--- config.mk ---
export PLATFORM = sky130hd
export DESIGN_NAME = rfc_core
export DESIGN_NICKNAME = d
export VERILOG_FILES = /design/src/sv/rfc_pkg.sv /design/src/sv/rfc_core.sv
export SDC_FILE = /design/constraint.sdc
export NUM_CORES = 1
export LEC_CHECK = 0
export BUFFER_PORTS_ARGS = -buffer_cell sky130_fd_sc_hd__buf_2
export CAP_MARGIN = 20
export CORE_ASPECT_RATIO = 1.2
export CORE_UTILIZATION = 56
export DETAILED_ROUTE_END_ITERATION = 16
export PLACE_DENSITY = 0.8
export SKIP_CTS_REPAIR_TIMING = 1
export SLEW_MARGIN = 20
export SYNTH_ARGS = -nofsm -noshare
export SYNTH_HDL_FRONTEND = slang
export SYNTH_SLANG_ARGS = --single-unit
--- constraint.sdc ---
create_clock -name i_clk -period 8.45 [get_ports i_clk]
set_input_delay 0.4225 -clock i_clk [delete_from_list [all_inputs] [get_ports i_clk]]
set_output_delay 0.4225 -clock i_clk [all_outputs]
set_load 0.05 [all_outputs]
--- src/sv/rfc_pkg.sv ---
// Shared types, constants and the CRC-16 byte update for the response frame checker.
`default_nettype none

package rfc_pkg;

    localparam int unsigned MAX_RESPONSE = 72;
    localparam int unsigned MIN_RESPONSE = 4;
    localparam int unsigned STATUS_COUNT = 4;
    localparam int unsigned CRC_BYTES    = 2;
    localparam logic [15:0] CRC_POLY     = 16'h8005;

    localparam int unsigned FIFO_DEPTH = 4;
    localparam int unsigned PTR_W      = $clog2(FIFO_DEPTH);
    localparam int unsigned CNT_W      = $clog2(FIFO_DEPTH + 1);

    localparam logic KIND_PAYLOAD = 1'b0;
    localparam logic KIND_VERDICT = 1'b1;

    typedef enum logic [1:0] {
        VERDICT_OK        = 2'd0,
        VERDICT_BAD_COUNT = 2'd1,
        VERDICT_CRC_ERROR = 2'd2,
        VERDICT_TRUNCATED = 2'd3
    } t_verdict;

    typedef struct packed {
        logic       item_kind;
        logic [7:0] data_byte;
        t_verdict   verdict;
        logic       status_flag;
        logic [7:0] status_code;
        logic [6:0] payload_length;
        logic       last;
    } t_result;

    // Up to two results per input transfer; slot 1 is used only with slot 0.
    typedef struct packed {
        logic    v0;
        logic    v1;
        t_result r0;
        t_result r1;
    } t_push;

    // Data bits enter LSB first into a register that shifts MSB first.
    function automatic logic [15:0] crc_feed(input logic [15:0] crc_in,
                                             input logic [7:0]  b);
        logic [15:0] c;
        logic        fb;
        c = crc_in;
        for (int k = 0; k < 8; k++) begin
            fb = b[k] ^ c[15];
            c  = {c[14:0], 1'b0} ^ (fb ? CRC_POLY : 16'h0000);
        end
        return c;
    endfunction

endpackage

`default_nettype wire

--- src/sv/rfc_core.sv ---
// Input register, frame state, CRC and verdict logic of the response frame checker.
`default_nettype none

module rfc_core (
    input  wire              i_clk,
    input  wire              i_rst_n,
    input  wire              i_valid,
    output logic             o_ready,
    input  wire  [7:0]       i_byte,
    input  wire              i_start,
    input  wire              i_room,
    output rfc_pkg::t_push   o_push
);

    logic        r_in_valid;
    logic [7:0]  r_in_byte;
    logic        r_in_start;

    logic        r_in_frame, n_in_frame;
    logic [6:0]  r_exp_cnt, n_exp_cnt;
    logic [6:0]  r_pos, n_pos;
    logic [15:0] r_crc, n_crc;
    logic [7:0]  r_crc_lo, n_crc_lo;
    logic [7:0]  r_first, n_first;

    logic        advance;
    logic        bad_count;
    logic [7:0]  pos_plus2;
    logic [7:0]  cnt8;
    logic [15:0] got_crc;
    rfc_pkg::t_result res_trunc, res_bad, res_one;

    assign advance = r_in_valid && i_room;
    assign o_ready = !r_in_valid || advance;

    always_ff @(posedge i_clk) begin
        if (!i_rst_n) begin
            r_in_valid <= 1'b0;
        end else if (o_ready) begin
            r_in_valid <= i_valid;
        end
    end

    always_ff @(posedge i_clk) begin
        if (o_ready && i_valid) begin
            r_in_byte  <= i_byte;
            r_in_start <= i_start;
        end
    end

    always_ff @(posedge i_clk) begin
        if (!i_rst_n) begin
            r_in_frame <= 1'b0;
            r_exp_cnt  <= '0;
            r_pos      <= '0;
            r_crc      <= '0;
            r_crc_lo   <= '0;
            r_first    <= '0;
        end else begin
            r_in_frame <= n_in_frame;
            r_exp_cnt  <= n_exp_cnt;
            r_pos      <= n_pos;
            r_crc      <= n_crc;
            r_crc_lo   <= n_crc_lo;
            r_first    <= n_first;
        end
    end

    always_comb begin
        bad_count = (r_in_byte < 8'(rfc_pkg::MIN_RESPONSE))
                 || (r_in_byte > 8'(rfc_pkg::MAX_RESPONSE));
        pos_plus2 = {1'b0, r_pos} + 8'(rfc_pkg::CRC_BYTES);
        cnt8      = {1'b0, r_exp_cnt};
        got_crc   = {r_in_byte, r_crc_lo};

        res_trunc           = '0;
        res_trunc.item_kind = rfc_pkg::KIND_VERDICT;
        res_trunc.verdict   = rfc_pkg::VERDICT_TRUNCATED;
        res_trunc.last      = 1'b1;

        res_bad         = res_trunc;
        res_bad.verdict = rfc_pkg::VERDICT_BAD_COUNT;

        res_one = '0;

        n_in_frame = r_in_frame;
        n_exp_cnt  = r_exp_cnt;
        n_pos      = r_pos;
        n_crc      = r_crc;
        n_crc_lo   = r_crc_lo;
        n_first    = r_first;

        o_push    = '0;
        o_push.r1 = res_bad;

        if (advance) begin
            if (r_in_start) begin
                // truncated verdict first, then the byte is a new count
                o_push.v0  = r_in_frame || bad_count;
                o_push.v1  = r_in_frame && bad_count;
                o_push.r0  = r_in_frame ? res_trunc : res_bad;
                n_in_frame = !bad_count;
                if (!bad_count) begin
                    n_exp_cnt = r_in_byte[6:0];
                    n_pos     = 7'd1;
                    n_crc     = rfc_pkg::crc_feed(16'h0000, r_in_byte);
                    n_crc_lo  = '0;
                    n_first   = '0;
                end
            end else if (r_in_frame) begin
                if (pos_plus2 < cnt8) begin
                    n_crc = rfc_pkg::crc_feed(r_crc, r_in_byte);
                    if (r_pos == 7'd1) begin
                        n_first = r_in_byte;
                    end
                    // status octet of a status frame is held, not forwarded
                    res_one.item_kind = rfc_pkg::KIND_PAYLOAD;
                    res_one.data_byte = r_in_byte;
                    o_push.v0 = (r_exp_cnt != 7'(rfc_pkg::STATUS_COUNT));
                    o_push.r0 = res_one;
                    n_pos     = r_pos + 7'd1;
                end else if (pos_plus2 == cnt8) begin
                    n_crc_lo = r_in_byte;
                    n_pos    = r_pos + 7'd1;
                end else begin
                    res_one.item_kind = rfc_pkg::KIND_VERDICT;
                    res_one.last      = 1'b1;
                    if (got_crc == r_crc) begin
                        res_one.verdict = rfc_pkg::VERDICT_OK;
                        if (r_exp_cnt == 7'(rfc_pkg::STATUS_COUNT)) begin
                            res_one.status_flag = 1'b1;
                            res_one.status_code = r_first;
                        end else begin
                            res_one.payload_length = r_exp_cnt - 7'd3;
                        end
                    end else begin
                        res_one.verdict = rfc_pkg::VERDICT_CRC_ERROR;
                    end
                    o_push.v0  = 1'b1;
                    o_push.r0  = res_one;
                    n_in_frame = 1'b0;
                    n_pos      = '0;
                end
            end
        end
    end

endmodule

`default_nettype wire

**Yosys cells after proc, flatten, opt, wreduce, memory -nomap -nowiden**

Index checks and enable logic that the tools add are counted.
W data, S select, Z words.

- Add/sub/neg operators: 3
- Equality and inequality tests: 7
- Mux-type cells: 53
- Magnitude comparators: 3
- Bitwise gates (word level): 31
- Reductions and logical operators: 17

Operators with widths:

| operator | count |
|---|---|
| $mux W16 | 21 |
| $xor A16 B16 Y16 | 15 |
| $mux W28 | 4 |
| $mux W8 | 9 |
| $mux W7 | 6 |
| $mux W30 | 1 |
| $mux W19 | 1 |
| $eq A16 B16 Y1 | 1 |
| $xor A1 B1 Y1 | 15 |
| $reduce_and A5 Y1 | 2 |
| $mux W1 | 9 |
| $mux W9 | 1 |
| $add A7 B2 Y8 const B | 1 |
| $eq A8 B7 Y1 | 1 |
| $gt A8 B7 Y1 const B | 1 |
| $lt A8 B3 Y1 const B | 1 |
| $lt A8 B7 Y1 | 1 |
| $reduce_bool A2 Y1 | 4 |
| $add A7 B1 Y7 const B | 1 |
| $eq A7 B1 Y1 const B | 1 |
| $eq A7 B3 Y1 const B | 1 |
| $ne A7 B3 Y1 const B | 1 |
| $sub A7 B2 Y7 const B | 1 |
| $reduce_and A3 Y1 | 2 |
| 7 further kinds | 13 |

- Register bits: 57
- Output and inout port bits: 59
- Logic and storage cells: 123

**Longest topological paths before layout**

Gate-level depths: netlist of the first run.

- Word-level depth: 27
- Gate-level depth with buffers: 11
- Depth with buffers taken out: 10

**Worst setup path after synthesis of the first run**

OpenSTA, ideal clock, no wires.

- Path kind: register -> output
- Start: reg r_pos[2]
- End: out o_push[47] (netlist bit)
- Arrival: 3160 ps
- Stages on the path, launching flop included: 10
- Path slack: 4868 ps
- Path buffers: 0
- Path through: dfxtp_1 -> ha_1 -> nand3_1 -> xnor2_1 -> ha_1 -> a21o_1 -> a21oi_1 -> and2_0 -> nand3b_1 -> nor3_1

RTL lines:

| element | RTL line | RTL |
|---|---|---|
| start, declared | rfc_core.sv:21 | `logic [6:0] r_pos, n_pos;` |
| start signal, assigned | rfc_core.sv:62 | `r_pos <= n_pos;` |
| end, declared | rfc_core.sv:12 | `output rfc_pkg::t_push o_push` |

==> flow_metrics.tcl, run 1 <==
set metrics [dict create \
    start_kind "flip-flop" \
    yosys_warnings 0 \
    crit_arrival_ns 3.31 \
    cp_slowest_cell "a2111oi_4" \
    cap_violations 0 \
    grt_usage_pct 25.7 \
    drc 0 \
    holdCritStartpoint "i_byte[4]" \
    synth_edf_count 9 \
    place_area_sq_um 3950 \
    layout.cells.non_filler 577 \
    ys_top_cells_by_area "dfxtp_1, xnor2_1, edfxtp_1" \
    crit_family "compound AO/OA/AOI/OAI gates" \
    n_antenna_cell 0 \
    vdd_ir_drop_max_mv 0.143 \
    grt_pass1_vias 2941 \
    final_common_cell "dfxtp_1" \
    start_util_pct 58.8 \
    vias_per_cell 5.76 \
    synth_cell_type_count 54 \
    yosysTopAreaCell "dfxtp_1" \
    fmax_ghz 0.268 \
    coreArea_sq_um 6530 \
    final_area_sq_um 4150 \
    finalClockSkew_ns 0.00623 \
    synth_top_area_share_pct 25.1 \
    clkSlewWorstSetupHoldPaths_ns 0.07 \
    sw_frac_of_total_pct 29.6 \
    hold_class "input port to flip-flop" \
    drt-total-wl_mm 9.02 \
    synth-async-reset-ratio_pct 0 \
    final-setup-viol-count 0 \
    gr-total-overflow 0 \
    ys.flop_type "dfxtp_1" \
    maxSlewHeadroom_pct 33.4 \
    cts_buffers 9 \
    power_frac_clock_pct 39.2 \
    period_needed_ns 3.73 \
    p_seq_share_pct 43.5 \
    hpwlAfterDp_mm 6.56 \
    cp.required_ns 8.03 \
    area_delta_synth_final_pct 8.25 \
    cellInternalPower_uw 468 \
    power.total_uw 665 \
    rsz0062_at_grt "false" \
    drive_above_1_share_pct 13.6 \
    tightest_slew_ns 0.999 \
    die_w_um 77.5 \
    buffer_ports.inserted 43 \
    drtPass1Iterations 5 \
    cp-end-kind "primary output" \
    path_buf_inv 1 \
    clock_sinks 57 \
    hold_slack_ns 0.247 \
    syn-instance-count 459 \
    crit_start "r_pos[2]$_SDFFE_PN0P_" \
    p_leak_uw 0.00178 \
    die_area_sq_um 7180 \
    fin_crit_sh_pct 44.2 \
    vias 3321 \
    reg2reg_from "r_in_byte[0]$_DFFE_PP_" \
    yosysSeqAreaShare_pct 32.1 \
    p_per_area_nw_per_um2 160 \
    grt_pass1_wl_mm 14.2 \
    hold_violations 0 \
    cts_buffer_depth 2 \
    grt_max_degree 47 \
    cts_tree "yes" \
    path_cells "ha_1 > nand3_1 > xnor2_1 > ha_1 > nand3_1 > a21o_1 > a21o_2 > a2111oi_4 > and2_1 > buf_2" \
    p_switching_uw 197 \
    tns_ns 0 \
    post-place-cells 561 \
    final_antenna_net_count 0 \
    cpPeakStageDelay_ns 0.56 \
    synth-seq-cells 57 \
    syn_area_per_cell_sq_um 8.35 \
    clockRootBuffer "clkbuf_8" \
    status "finished, final reports clean" \
    crit_path_max_fanout 9 \
    globalplace.congestion 0.927 \
    drt-initial-drc-count 361 \
    layout_common_cells "dfxtp_1, buf_2, xnor2_1" \
    slew_violations 0 \
    syn_area_sq_um 3830 \
    nets 518 \
    combPwrFrac_pct 17.3 \
    num_io_pins 72 \
    wl_per_cell_um 15.6 \
    rows 32 \
    path_class "flip-flop to primary output" \
    die_h_um 92.7 \
    cts-htree-levels 3 \
    antenna_found_initial 0 \
    clk-insertion-delay-late_ns 0.35 \
]
[worst reg2reg max path: stages (launching register included)]
cell,delay [ns]
edfxtp_1,0.56
inv_1,0.17
ha_1,0.22
and4_1,0.20
o211ai_1,0.47
a21o_1,0.86
a21oi_1,0.31
a2111oi_0,0.45
[synth_stat cells (2+ instances only)]
cell type  number
edfxtp_1        9
o21ai_0        31
nand3_1        34
nand2_1        16
mux2i_1         8
nor3_1         14
conb_1          2
o211ai_1        3
a31oi_1         2
buf_4          29
clkbuf_1       21
inv_1          20
o211a_1         3
o21bai_1        2
nand4_1         3
buf_2           3
dfxtp_1        48
a2111oi_0       2
a211oi_1        5
a21o_1          4
o2111ai_1       5
xnor2_1        41
ha_1           18
or3_1           2
nor4_1          3
xnor3_1         3
xor2_1         15
and3_1          5
and2_1         10
nand2b_1        5
nor2_1         33
a21oi_1        38
[flip-flops by register name, summed over array words and instances (netlist names)]
signal,cells
r_first,8
r_in_byte,8
r_in_valid,1
r_exp_cnt,7
r_crc_lo,8
r_pos,7
r_in_start,1
r_in_frame,1
r_crc,16
[stage by stage]
stage | util (%) | worst slack, ns
final | 63.6 | 4.72
after global routing | 63.6 | 4.52
after CTS | 63.6 | 4.75
after detailed placement | 60.6 | 5.12
after global placement | 60.6 | 5.22
after floorplan | - | 4.87
[power by group through the flow]
stage / logic [uW] / clock network [uW] / registers, uW
global placement: 112 / 0 / 295
floorplan: 111 / 0 / 289
detailed placement: 114 / 0 / 295
finish: 115 / 261 / 289
global route: 123 / 276 / 290
CTS: 114 / 261 / 289
[kinds of logic after synthesis]
| family | count (synthesis) | share of synthesized area (%) |
|---|---|---|
| AO/OA/AOI/OAI | 104 | 16.9 |
| XOR/XNOR | 59 | 14.6 |
| adder cells (fa/ha/maj) | 18 | 5.87 |
| buffers and inverters | 76 | 10.6 |
| flip-flops | 57 | 32.1 |
| multiplexers | 8 | 2.09 |
| other | 2 | 0.196 |
| AND/OR/NAND/NOR | 135 | 17.7 |
[path summary, 6_finish.rpt]
check	endpoint	slack (ns)	cells after the start
worst max register to register	r_pos[1]$_SDFFE_PN0P_	5.09	7
worst min-delay path	r_in_byte[4]$_DFFE_PP_	0.25	1
worst min register to register	r_first[0]$_SDFFE_PN0P_	0.47	2
worst max-delay path	o_push[41]	4.72	10
[cell type report]
class | instances | area (sq um)
Sequential cell | 57 | 1230
Clock buffer | 13 | 159
Inverter | 21 | 78.8
Clock inverter | 3 | 40.0
Fill cell | 558 | 2370
Tap cell | 85 | 106
Timing Repair Buffer | 46 | 238
Multi-Input combinational cell | 352 | 2300
[metal layers]
metal / part of all wire (%) / track usage, % / vias to the layer above / routed length, um
li1: - / - / 1593 / -
met3: 6.2 / 5.91 / 19 / 556
met4: 1.9 / 10.7 / 0 / 171
met2: 51 / 45.0 / 133 / 4640
met1: 40 / 30.0 / 1576 / 3650
met5: 0 / 0 / - / 0
Power figures use the tool's default switching activity.
==> run 2, diff against run 1 <==
ABC_AREA = 1   (was not set)
CORE_UTILIZATION = 51   (was 56)
PLACE_DENSITY = 0.77   (was 0.8)
clock period = 3.4 ns   (was 8.45 ns; I/O delays follow)
==> flow_metrics.tcl, run 2 <==
set metrics [dict create \
    status "finished, final reports clean" \
    syn_area_per_cell_sq_um 6.79 \
    grt_pass1_vias 3413 \
    fmax_ghz 0.311 \
    start_kind "flip-flop" \
    die_area_sq_um 8020 \
    drtPass1Iterations 5 \
    hpwlAfterDp_mm 6.89 \
    clk-insertion-delay-late_ns 0.35 \
    hold_slack_ns 0.00209 \
    cts_tree "yes" \
    drc 0 \
    drive_above_1_share_pct 13.5 \
    nets 648 \
    final_antenna_net_count 0 \
    tightest_slew_ns 0.823 \
    syn_area_sq_um 3910 \
    synth-seq-cells 57 \
    path_cells "ha_1 > nand2_1 > inv_1 > nand2_1 > nand2_1 > o21ai_0 > inv_1 > ha_1 > a21oi_1 > nor2_1 > nor3_1 > nand2_2 > inv_1 > nand2_2 > nor3_1 > buf_2" \
    buffer_ports.inserted 43 \
    vias 3708 \
    final-setup-viol-count 0 \
    vdd_ir_drop_max_mv 0.259 \
    layout_common_cells "nand2_1, nor2_1, inv_1" \
    globalplace.congestion 0.875 \
    busiest_layer "met2" \
    grt_max_degree 30 \
    die_w_um 81.9 \
    path_buf_inv 4 \
    synth_top_area_share_pct 24.6 \
    path_class "flip-flop to primary output" \
    synth_cell_type_count 41 \
    grt_usage_pct 25.3 \
    layout.cells.non_filler 712 \
    fin_crit_sh_pct 94.6 \
    clkSlewWorstSetupHoldPaths_ns 0.07 \
    start_util_pct 53.5 \
    cpPeakStageDelay_ns 0.35 \
    post-place-cells 692 \
    area_delta_synth_final_pct 11.1 \
    drt-initial-drc-count 244 \
    p_per_area_nw_per_um2 406 \
    syn-instance-count 576 \
    yosysTopAreaCell "dfxtp_1" \
    period_needed_ns 3.22 \
    largest_register_ffs 16 \
    crit_family "simple AND/OR/NAND/NOR gates" \
    cts-htree-levels 3 \
    holdCritStartpoint "i_byte[0]" \
    utilization_pct 59.4 \
    cap_violations 0 \
    num_io_pins 72 \
    fillCellCount 680 \
    hold_class "input port to flip-flop" \
    hold_violations 0 \
    cp.required_ns 3.23 \
    largest_register "r_crc" \
    wl_per_cell_um 13.3 \
    clock_sinks 57 \
    die_h_um 97.9 \
    setup_ws_ns 0.183 \
    final_common_cell "nand2_1" \
    yosysSeqAreaShare_pct 31.5 \
    drt-total-wl_mm 9.44 \
    grt_pass1_wl_mm 15.6 \
    coreArea_sq_um 7320 \
    antenna_found_initial 0 \
    synth.most_common_cell "nand2_1" \
    yosys_warnings 0 \
    ys_top_cells_by_area "dfxtp_1, nand2_1, nor2_1" \
    crit_path_max_fanout 8 \
    n_antenna_cell 0 \
    rows 34 \
    cp-end-kind "primary output" \
    gr-total-overflow 0 \
    p_leak_uw 0.00208 \
    maxSlewHeadroom_pct 45.1 \
    crit_arrival_ns 3.05 \
    grtUsageMet1_pct 31.1 \
    finalClockSkew_ns 0.0121 \
    reg2reg_from "r_pos[1]$_SDFFE_PN0P_" \
    synth-async-reset-ratio_pct 0 \
    pre_cts_ws_ns 0.533 \
    slew_violations 0 \
    synth_edf_count 9 \
    cts_buffers 9 \
    grt_util_met3_pct 5.05 \
    synth_common_cells "nand2_1, nor2_1, inv_1, dfxtp_1, a21oi_1" \
    cp_slowest_cell "dfxtp_1" \
    crit_start "r_pos[1]$_SDFFE_PN0P_" \
    vias_per_cell 5.21 \
    grt.met2_usage_pct 40.7 \
    power.total_uw 1760 \
    clockRootBuffer "clkbuf_8" \
    ys.flop_type "dfxtp_1" \
    cts_buffer_depth 2 \
]
[run 2: cell count changes after synthesis, sizes merged, moves of 8 or more]
cell / before / now
clkbuf: 22 / 7
xnor2: 41 / 11
and2: 11 / 1
o21ai: 31 / 40
inv: 20 / 70
nand2: 16 / 132
nor2: 33 / 73
mux2i: 8 / 0
[run 2: layout make-up]
class | instances | area [sq um] | share of cell area (%)
Inverter | 71 | 269 | 6.19
Sequential cell | 57 | 1230 | 28.4
Timing Repair Buffer | 48 | 270 | 6.22
Clock buffer | 10 | 128 | 2.94
Multi-Input combinational cell | 430 | 2230 | 51.3
Clock inverter | 6 | 106 | 2.45
Tap cell | 90 | 113 | 2.59
[run 2: per-layer routing]
layer | up-vias | share of wire, %
li1 | 1869 | -
met1 | 1653 | 42
met2 | 148 | 47
met3 | 38 | 5.8
met4 | 0 | 4.8
met5 | - | 0
[run 2: report_power, final]
| group | switching (uW) | total, uW | internal (uW) |
|---|---|---|---|
| clock network | 280 | 763 | 483 |
| logic | 210 | 281 | 71.0 |
| registers | 19.9 | 720 | 701 |
[run 2: logic make-up (layout without fill, tap and decap cells)]
family	count (synthesis)	count (layout)	synth area share (%)
buf+inv	115	135	14.4
compound gates	95	95	13.6
fa+ha+maj	18	18	5.76
flops	57	57	31.5
other cells	2	28	0.192
xor+xnor	23	23	5.15
simple gates	266	266	29.4
[run 2: through the flow]
step / area [sq um] / setup TNS [ns]
2_1_floorplan: 4010 / 0
3_3_place_gp: 4050 / 0
3_5_place_dp: 4050 / 0
4_1_cts: 4290 / 0
5_1_grt: 4350 / -0.00977
6_report: 4350 / 0
[run 2: worst paths after layout]
path / slack [ns] / end / cells after the start
hold / removal: 0.002 / r_in_byte[0]$_DFFE_PP_ / 1
hold reg to reg: 0.49 / r_crc[13]$_SDFFE_PN0P_ / 2
setup / recovery: 0.18 / o_push[48] / 16
setup reg to reg: 0.56 / r_first[0]$_SDFFE_PN0P_ / 19
==> run 3, diff against run 2 <==
CORE_UTILIZATION = 52   (was 51)
CTS_BUF_LIST = sky130_fd_sc_hd__clkbuf_8   (was not set)
PLACE_DENSITY = 0.78   (was 0.77)
==> flow_metrics.tcl, run 3 (same netlist as run 2, synthesis figures left out) <==
set metrics [dict create \
    path_cells "ha_1 > nand2_1 > inv_1 > nand2_1 > nand2_1 > o21ai_0 > inv_1 > ha_1 > a21oi_1 > nor2_1 > nor3_1 > nand2_2 > nand2_1 > nand2_1 > o21ai_0 > inv_1 > buf_2" \
    hold_class "input port to flip-flop" \
    clockRootBuffer "clkbuf_8" \
    start_util_pct 53.8 \
    cap_violations 0 \
    drive_above_1_share_pct 14.1 \
    r2r_cells 19 \
    fmax_ghz 0.313 \
    hold_violations 0 \
    power.total_uw 1790 \
    grtUsageMet1_pct 32.4 \
    final_area_sq_um 4480 \
    cp.required_ns 3.23 \
    crit_start "r_pos[1]$_SDFFE_PN0P_" \
    n_antenna_cell 0 \
    period_needed_ns 3.19 \
    crit_arrival_ns 3.02 \
    cts-htree-levels 3 \
    grt_util_met3_pct 5.38 \
    antenna_found_initial 0 \
    grt_pass1_vias 3514 \
    grt_max_degree 30 \
    clk-insertion-delay-late_ns 0.34 \
    critPathMostFrequentCell "nand2_1" \
    drt-initial-drc-count 267 \
    drc 0 \
    place_area_sq_um 4050 \
    nets 652 \
    final-setup-viol-count 0 \
    path_class "flip-flop to primary output" \
    status "finished, final reports clean" \
    drt-total-wl_mm 9.78 \
    maxSlewHeadroom_pct 44.2 \
    cts_tree "yes" \
    slew_violations 0 \
    largest_register "r_crc" \
    tightest_slew_ns 0.837 \
    rr_endpoint "r_first[1]$_SDFFE_PN0P_" \
    buffer_ports.inserted 43 \
    cp-endpoint "o_push[57]" \
    finalClockSkew_ns 0.00817 \
    num_io_pins 72 \
    area_delta_synth_final_pct 14.5 \
    crit_family "simple AND/OR/NAND/NOR gates" \
    rsz0062_at_grt "true" \
    largest_register_ffs 16 \
    crit_path_max_fanout 6 \
    wl_per_cell_um 13.7 \
    multi_input_area_sq_um 2250 \
    crit_cells 17 \
    fillCellCount 671 \
    final_common_cell "nand2_1" \
    coreArea_sq_um 7270 \
    utilization_pct 61.6 \
    rows 34 \
    hpwlAfterDp_mm 7.06 \
    vias 3776 \
    start_kind "flip-flop" \
    die_h_um 97.0 \
    cp-end-kind "primary output" \
    p_leak_uw 0.00211 \
    grt_usage_pct 26.7 \
    globalplace.congestion 0.878 \
    drtPass1Iterations 5 \
    die_w_um 81.2 \
    p_per_area_nw_per_um2 401 \
    cts_buffers 9 \
    cp_slowest_cell "dfxtp_2" \
    final_antenna_net_count 0 \
    reg2reg_from "r_pos[1]$_SDFFE_PN0P_" \
    layout_common_cells "nand2_1, nor2_1, inv_1" \
    fin_crit_sh_pct 93.9 \
    r2r_slack_ns 0.64 \
    cts_buffer_depth 2 \
    die_area_sq_um 7870 \
    pre_cts_ws_ns 0.530 \
    vias_per_cell 5.27 \
    regArea_sq_um 1230 \
    vdd_ir_drop_max_mv 0.262 \
    clock_sinks 57 \
    path_buf_inv 4 \
    grt_pass1_wl_mm 16.1 \
    grt.met2_usage_pct 44.3 \
    busiest_layer "met2" \
    clkSlewWorstSetupHoldPaths_ns 0.07 \
    hold_slack_ns 0.00438 \
    cpPeakStageDelay_ns 0.34 \
    gr-total-overflow 0 \
    setup_ws_ns 0.208 \
]
run 3: report_power, final:
part / switching, uW / internal, uW
clock: 285 / 503
sequential: 20.6 / 700
combinational: 212 / 73.6
total: 518 / 1280
run 3: layout make-up:
class                           count  share of cell area [%]
Multi-Input combinational cell    430                    50.3
Clock buffer                       10                    3.07
Sequential cell                    57                    27.5
Timing Repair Buffer               52                    8.21
Clock inverter                      6                    2.37
Inverter                           71                    6.01
Tap cell                           90                    2.51
run 3: worst min-delay path by stage:
stage / cells past startpoint / end / slack (ns) / start
2_1_floorplan: 0 / r_in_byte[0]$_DFFE_PP_ / 0.27 / i_byte[0]
3_3_place_gp: 1 / r_in_byte[0]$_DFFE_PP_ / 0.35 / i_byte[0]
3_5_place_dp: 1 / r_in_start$_DFFE_PP_ / 0.35 / i_start
4_1_cts: 1 / r_in_byte[6]$_DFFE_PP_ / -0.008 / i_byte[6]
5_1_grt: 1 / r_in_byte[3]$_DFFE_PP_ / 0.0009 / i_byte[3]
6_report: 1 / r_in_byte[1]$_DFFE_PP_ / 0.004 / i_byte[1]
run 3: through the flow:
step	setup TNS [ns]	cells
3_3_place_gp	0	692
3_5_place_dp	0	692
5_1_grt	-0.158	716
4_1_cts	0	708
2_1_floorplan	0	602
6_report	0	716
run 3: per-layer routing:
layer / vias to the layer above / part of all wire, %
met5: - / 0
met3: 30 / 5.5
met2: 140 / 50
met4: 0 / 3.2
met1: 1728 / 41
li1: 1878 / -
run 3: worst reg2reg max path, stage by stage, from the launching register on:
cell,delay [ns]
dfxtp_2,0.34
ha_1,0.23
nand2_1,0.12
inv_1,0.06
nand2_1,0.09
nand2_1,0.05
o21ai_0,0.07
inv_1,0.06
ha_1,0.28
a21oi_1,0.15
nor2_1,0.05
nor3_1,0.20
nand2_2,0.13
nand2_2,0.10
nand2_4,0.14
inv_4,0.21
o21ai_4,0.17
nand2_1,0.10
nand2_1,0.05
nor2_1,0.09
